## src/hdl/xxhash64_stream_macros.svh

```systemverilog
// ----------------------------------------------------------------------------
// xxhash64_stream assertion macros
// Shared concurrent assertion forms, clocked on i_clk, off during reset.
// ----------------------------------------------------------------------------
`ifndef XXHASH64_STREAM_MACROS_SVH
`define XXHASH64_STREAM_MACROS_SVH

// same-cycle implication
`define XXH_ASSERT_IMP(lbl, ante, cons) \
    lbl: assert property (@(posedge i_clk) disable iff (!i_rst_n) (ante) |-> (cons)) \
        else $error("assertion failed");

// next-cycle implication
`define XXH_ASSERT_NXT(lbl, ante, cons) \
    lbl: assert property (@(posedge i_clk) disable iff (!i_rst_n) (ante) |=> (cons)) \
        else $error("assertion failed");

`endif

```

## src/hdl/xxh_pkg.sv

```systemverilog
// ----------------------------------------------------------------------------
// xxh_pkg
// Types, primes and helpers shared by the xxHash64 stream modules.
// ----------------------------------------------------------------------------
package xxh_pkg;

    localparam logic [63:0] P1 = 64'd11400714785074694791;
    localparam logic [63:0] P2 = 64'd14029467366897019727;
    localparam logic [63:0] P3 = 64'd1609587929392839161;
    localparam logic [63:0] P4 = 64'd9650029242287828579;
    localparam logic [63:0] P5 = 64'd2870177450012600261;

    localparam logic [63:0] LANE0_INIT = P1 + P2;
    localparam logic [63:0] LANE1_INIT = P2;
    localparam logic [63:0] LANE2_INIT = 64'd0;
    localparam logic [63:0] LANE3_INIT = 64'd0 - P1;

    localparam logic [3:0] FULL_BYTES = 4'd8;

    typedef struct packed {
        logic [63:0] word;
        logic [3:0]  nbytes;
        logic        last;
    } t_item;

    function automatic logic [63:0] f_rotl(input logic [63:0] v, input logic [5:0] s);
        logic [6:0] rs;
        rs = 7'd64 - {1'b0, s};
        return (v << s) | (v >> rs);
    endfunction

endpackage

```

## src/hdl/xxh_front.sv

```systemverilog
// ----------------------------------------------------------------------------
// xxh_front
// Accepts input beats, normalizes the byte count and queues them (2 deep).
// ----------------------------------------------------------------------------
module xxh_front (
    input  logic                i_clk,
    input  logic                i_rst_n,
    input  logic                i_valid,
    output logic                o_stall,
    input  logic [63:0]         i_data_word,
    input  logic [3:0]          i_byte_count,
    input  logic                i_last_word,
    output logic                o_avail,
    output xxh_pkg::t_item      o_item,
    input  logic                i_pop
);
    import xxh_pkg::*;

    t_item       r_mem [2];
    logic        r_wr;
    logic        n_wr;
    logic        r_rd;
    logic        n_rd;
    logic [1:0]  r_cnt;
    logic [1:0]  n_cnt;
    logic        w_push;
    logic        w_pop;
    t_item       w_item;

    assign o_stall = (r_cnt == 2'd2);
    assign o_avail = (r_cnt != 2'd0);
    assign o_item  = r_mem[r_rd];
    assign w_push  = i_valid && !o_stall;
    assign w_pop   = i_pop && o_avail;

    always_comb begin
        w_item.word   = i_data_word;
        w_item.last   = i_last_word;
        w_item.nbytes = (!i_last_word || (i_byte_count > FULL_BYTES)) ? FULL_BYTES
                                                                       : i_byte_count;
        n_wr  = w_push ? ~r_wr : r_wr;
        n_rd  = w_pop ? ~r_rd : r_rd;
        n_cnt = r_cnt + {1'b0, w_push} - {1'b0, w_pop};
    end

    always_ff @(posedge i_clk) begin
        if (!i_rst_n) begin
            r_wr  <= 1'b0;
            r_rd  <= 1'b0;
            r_cnt <= 2'd0;
        end else begin
            r_wr  <= n_wr;
            r_rd  <= n_rd;
            r_cnt <= n_cnt;
        end
    end

    always_ff @(posedge i_clk) begin
        if (w_push) begin
            r_mem[r_wr] <= w_item;
        end
    end

endmodule

```

## config.mk

```make
export PLATFORM = sky130hd
export DESIGN_NAME = xxh_front
export DESIGN_NICKNAME = d
export VERILOG_FILES = /design/src/hdl/xxhash64_stream_macros.svh /design/src/hdl/xxh_pkg.sv /design/src/hdl/xxh_front.sv
export SDC_FILE = /design/constraint.sdc
export NUM_CORES = 1
export LEC_CHECK = 0
export ABC_CLOCK_PERIOD_IN_PS = 8109
export BUFFER_PORTS_ARGS = -buffer_cell sky130_fd_sc_hd__buf_2
export CAP_MARGIN = 20
export CORE_MARGIN = 5
export CORE_UTILIZATION = 55
export CTS_CLUSTER_SIZE = 28
export DETAILED_ROUTE_END_ITERATION = 8
export PLACE_DENSITY_LB_ADDON = 0.05
export RECOVER_POWER = 50
export SLEW_MARGIN = 20
export SYNTH_ARGS = -nofsm -noshare
export SYNTH_HDL_FRONTEND = slang
export SYNTH_SLANG_ARGS = --single-unit
```

## constraint.sdc

```tcl
create_clock -name i_clk -period 8.11 [get_ports i_clk]
set_input_delay 1.622 -clock i_clk [delete_from_list [all_inputs] [get_ports i_clk]]
set_output_delay 1.622 -clock i_clk [all_outputs]
set_load 0.02 [all_outputs]
```

==> impl_metrics.toml, run 1 <==
[cts]
clkLatencyLatePin_ns = 0.50
post-cts-setup-buffer-count = 0
cts_buffers = 17
htree_levels = 4
ctsRootBufferMaster = "clkbuf_8"
clk_pin_slew_worst_paths_ns = 0.06
cts_tree = "done"
hold_buffers = 0
cts.sinks = 143
cts_resized = 0
cts_buffer_depth = 2

[floorplan]
core_area_um2 = 9330
ios = 144
initial_utilization_pct = 56.7
die-area_um2 = 11700
rows = 35
die_h_um = 108
die_x_um = 108

[synthesis]
synth_nets = 322
yosysSeqAreaShare_pct = 80.3
synth-seq-cells = 143
syn_avg_cell_area_um2 = 21.4
ys_types = 21
postSynthCellCount = 247
syn-cell-area_um2 = 5290
yosys_warnings = 0

[power_and_ir_drop]
p_leak_uw = 0.00250
ir_drop_v = 0.000205
power_density_nw_per_um2 = 363

[routing]
vias = 2707
ant_nets = 0
remaining_drc_errors = 0
wl_um = 9370
first_pass_iters = 4
wire_per_inst_um = 17.2
via_per_inst = 4.98
drt_iter0_drc = 91

[sta]
fmax_mhz = 245
hold_viol_final = 0
clock_skew_ns = 0.00679
final.setup.tns_ns = 0
maxSlewViolCount = 70
period_share_pct = 50.3
slew_headroom_pct = -116
rsz0062_at_grt = "false"
period_needed_ns = 4.08
finalSetupViolCount = 0
tightest_slew_ns = 3.24

[global_route]
grt_max_degree = 70
grt_usage_pct = 16.6
antenna_found_initial = 1
grt_pass1_wl_um = 14400
grt_overflow = 0
first_global_vias = 2877

[run_status]
failed_checks = "capacitance limit, slew limit"
status = "finished, violations left"

[worst_hold_path]
hold_start = "r_wr"
hold_class = "flip-flop to flip-flop"

[layout]
final_common_cell = "edfxtp_1"
synthToLayoutAreaGrowth_pct = 26.9
final_cell_mix = "edfxtp_1 (138), buf_2 (113), mux2_2 (59), clkbuf_1 (31), clkbuf_16 (16)"
final_nets = 477
finish.utilization_pct = 71.9
final_layout_size_suffix_gt1_share_pct = 52.3
antenna_cells = 0

[setup_path]
crit_buf_inv = 1
rrSetupSlack_ns = 4.71
r2r-start = "r_cnt[0]"
worstPathRequired_ns = 8.15
path_max_fanout = 69
path_class = "primary input to flip-flop"
max_stage_delay_ns = 2.30
path_delay_family = "simple AND/OR/NAND/NOR gates"
start_kind = "primary input"
startpoint = "i_valid"
worstPathArrival_ns = 4.11
cp-end-kind = "flip-flop"
worstPathCellList = "buf_2 > and3_1"
slowest_stage = "and3_1"

[job]
cap_violations = 1

[place]
gp_congestion = 0.687
dp_hpwl_um = 5870
port_buffers = 143
cells in the mapped netlist:
| cell | instances | area, um2 |
|---|---|---|
| and2_1 | 5 | 31.3 |
| and3_1 | 1 | 6.26 |
| buf_2 | 5 | 25.0 |
| buf_6 | 2 | 22.5 |
| buf_8 | 1 | 15.0 |
| dfxtp_1 | 5 | 100 |
| edfxtp_1 | 138 | 4140 |
| ha_1 | 2 | 25.0 |
| inv_1 | 4 | 15.0 |
| mux2_2 | 59 | 664 |
| mux2_4 | 10 | 150 |
| mux2i_1 | 1 | 10.0 |
| nand2_1 | 2 | 7.51 |
| nand2b_1 | 2 | 12.5 |
| nor2_1 | 4 | 15.0 |
| nor2b_1 | 1 | 6.26 |
| nor3_1 | 1 | 5.00 |
| o21a_1 | 1 | 7.51 |
| or2_2 | 1 | 6.26 |
| xnor2_1 | 1 | 8.76 |
| xor2_1 | 1 | 8.76 |
worst register-to-register path: cells and delay by family (launching register included):
kind,cells,cell delay [ns]
AND/OR/NAND/NOR,2,2.48
flip-flops,1,0.36
cell families after synthesis:
group	synth area share, %
buffers and inverters	1.47
multiplexers	15.6
flip-flops	80.3
adder cells (fa/ha/maj)	0.473
AO/OA/AOI/OAI	0.142
XOR/XNOR	0.331
AND/OR/NAND/NOR	1.70
flip-flops by register name, indices dropped and copies added, names as in the netlist, named ones only:
signal  flops
r_cnt       2
r_mem     138
r_rd        1
r_wr        1
power by group:
group / leakage [uW] / total, uW / switching (uW) / internal, uW
Sequential: 0.00133 / 1040 / 81.3 / 960
Combinational: 0.000873 / 591 / 337 / 254
Clock: 0.000298 / 801 / 295 / 506
stage by stage:
stage	hold WS (ns)	area [um2]	power [uW]	worst slack [ns]	cells
2_1_floorplan	0.455	5290	1470	3.01	247
3_3_place_gp	0.495	6120	1650	4.85	512
3_5_place_dp	0.500	6120	1660	4.87	512
4_1_cts	0.536	6750	2460	4.32	544
5_1_grt	0.579	6710	2550	3.81	544
6_report	0.527	6710	2430	4.03	544
final timing paths:
kind	endpoint	depth (start not counted)
max	r_mem[1][33]	2
min	r_wr	2
max reg2reg	r_mem[1][33]	2
min reg2reg	r_wr	2
layer usage:
metal | GRT usage, % | up-vias | routed length, um
met5 | 0 | - | 13
met4 | 6.49 | 2 | 138
met3 | 6.03 | 14 | 703
met2 | 27.8 | 92 | 4890
met1 | 19.5 | 1318 | 3630
li1 | - | 1281 | -
area by class of cell:
type,count,area (um2)
clock buffers,18,418
clock inverters,14,208
fillers,622,2620
inverters,4,15.0
multi-input cells,92,972
flip-flops and latches,143,4250
well taps,129,161
repair buffers,144,686
(Power assumes the default switching activity.)
==> run 2: changes to the inputs <==
Settings changed: ABC_CLOCK_PERIOD_IN_PS 8109 to 3400, CORE_UTILIZATION 55 to 47.
Clock period 8.11 ns to 3.4 ns, I/O delays scaled along.
==> run 2 against run 1 <==
Net effect: the run still ends with capacitance limit, slew limit left; clock power increased by 120%; count of clock-buffer cells in the layout shrank 1; critical path type is now flip-flop to output pin; largest power group unchanged; sequential share of layout area decreased by 0.11 points; largest cell class unchanged; first-iteration DRC count is 51% higher; cell area is 0.17% higher; highest routed layer is now met4; final cell count grew 2.8%; setup slack got worse by 3.2 ns; critical endpoint is now o_item[36].
==> impl_metrics.toml, run 2 (synthesized netlist as in run 1, its figures left out) <==
[floorplan]
initial_utilization_pct = 48.3
rows = 38
ios = 144
die_x_um = 116
die_h_um = 116
die-area_um2 = 13500
core_area_um2 = 10900

[sta]
slew_headroom_pct = -4.51
fmax_mhz = 383
rsz0062_at_grt = "false"
hold_viol_final = 0
period_share_pct = 76.7
clock_skew_ns = 0.00506
maxSlewViolCount = 29
period_needed_ns = 2.61
worst_slack_ns = 0.792
final.setup.tns_ns = 0
tightest_slew_ns = 1.57
finalSetupViolCount = 0

[cts]
clkLatencyLatePin_ns = 0.40
htree_levels = 4
cts.sinks = 143
cts_buffer_depth = 2
clk_pin_slew_worst_paths_ns = 0.06
cts_resized = 0
post-cts-setup-buffer-count = 0
hold_buffers = 0
cts_buffers = 17
cts_tree = "done"
ctsRootBufferMaster = "clkbuf_16"

[routing]
via_per_inst = 4.81
wl_um = 9670
met1_length_um = 4210
wire_per_inst_um = 17.3
routed.top_layer = "met4"
first_pass_iters = 4
ant_nets = 0
remaining_drc_errors = 0
vias = 2689
wl_met3_um = 666
wl_met2_um = 4680
drt_iter0_drc = 137

[place]
port_buffers = 143
gp_congestion = 0.724
dp_hpwl_um = 6440
dp_slack_ns = 1.17

[layout]
reg.largest.list = "r_mem (138), r_cnt (2)"
final_common_cell = "edfxtp_1"
seq_area_um2 = 4250
antenna_cells = 0
final_cell_mix = "edfxtp_1 (138), buf_2 (105), mux2_2 (59), clkbuf_1 (39), clkbuf_16 (17)"
final_layout_size_suffix_gt1_share_pct = 50.4
largest_reg_flops = 138
multi_input_area_um2 = 973
fill_cells = 854
synthToLayoutAreaGrowth_pct = 27.1
final_nets = 481
top_register = "r_mem"

[power_and_ir_drop]
p_leak_uw = 0.00247
ir_drop_v = 0.000382
power_density_nw_per_um2 = 847

[setup_path]
slowest_stage = "dfxtp_4"
path_class = "flip-flop to output pin"
worstPathArrival_ns = 1.93
start_kind = "flip-flop"
path_max_fanout = 38
max_stage_delay_ns = 0.69
crit_buf_inv = 2
worstPathRequired_ns = 2.72
path_delay_family = "flip-flops"
worstPathCellList = "buf_12 > mux2_2 > buf_2"
cp-end-kind = "output pin"

[global_route]
antenna_found_initial = 0
grt_max_degree = 42
grt_usage_pct = 14.8
grt_overflow = 0
first_global_vias = 2879
grt_pass1_wl_um = 14500

[job]
cap_violations = 1

[worst_hold_path]
hold_class = "primary input to flip-flop"

[run_status]
failed_checks = "capacitance limit, slew limit"
status = "finished, violations left"
==> run 2: cell types whose count changed in the layout (fill, tap and decap cells not counted), sizes merged <==
cell      previous run  this run
clkbuf              48        57
clkinvlp             2         5
bufinv               4         2
inv                  7         6
clkinv               5         6
buf                114       108
==> run 2: per-layer routing <==
layer  global-route usage (%)  up-vias
li1                         -     1290
met1                     19.1     1289
met2                     23.1      100
met3                     5.12       10
met4                     5.80        0
met5                        0        -
==> run 2: power breakdown <==
part / leakage (uW) / internal [uW] / total (uW) / switching, uW
logic: 0.000878 / 641 / 1510 / 872
clock network: 0.000264 / 1070 / 1760 / 688
registers: 0.00133 / 2280 / 2420 / 139
==> run 2: through the flow <==
step / util (%) / instances / hold slack [ns] / total power, uW / instance area, um2
2_1_floorplan: - / 247 / 0.466 / 3500 / 5290
3_3_place_gp: 56.7 / 527 / 0.494 / 3990 / 6200
3_5_place_dp: 56.7 / 527 / 0.502 / 4000 / 6200
4_1_cts: 61.9 / 559 / 0.439 / 5770 / 6770
5_1_grt: 61.4 / 559 / 0.439 / 5960 / 6720
6_report: 61.4 / 559 / 0.462 / 5690 / 6720
==> run 2: area by class of cell <==
cell class | instances | share of cell area (%)
clock inverters | 15 | 2.16
well taps | 140 | 2.61
flip-flops and latches | 143 | 63.2
clock buffers | 17 | 6.33
repair buffers | 148 | 11.0
multi-input cells | 92 | 14.5
inverters | 4 | 0.223
==> run 2: path summary, 6_finish.rpt <==
kind,from,end,slack (ns),cells after the start
hold / removal,i_data_word[4],r_mem[0][9],0.46,1
setup / recovery,flip-flop,o_item[36],0.79,3
setup reg to reg,r_cnt[0],r_mem[1][22],1.14,3
hold reg to reg,r_rd,flip-flop,0.52,2
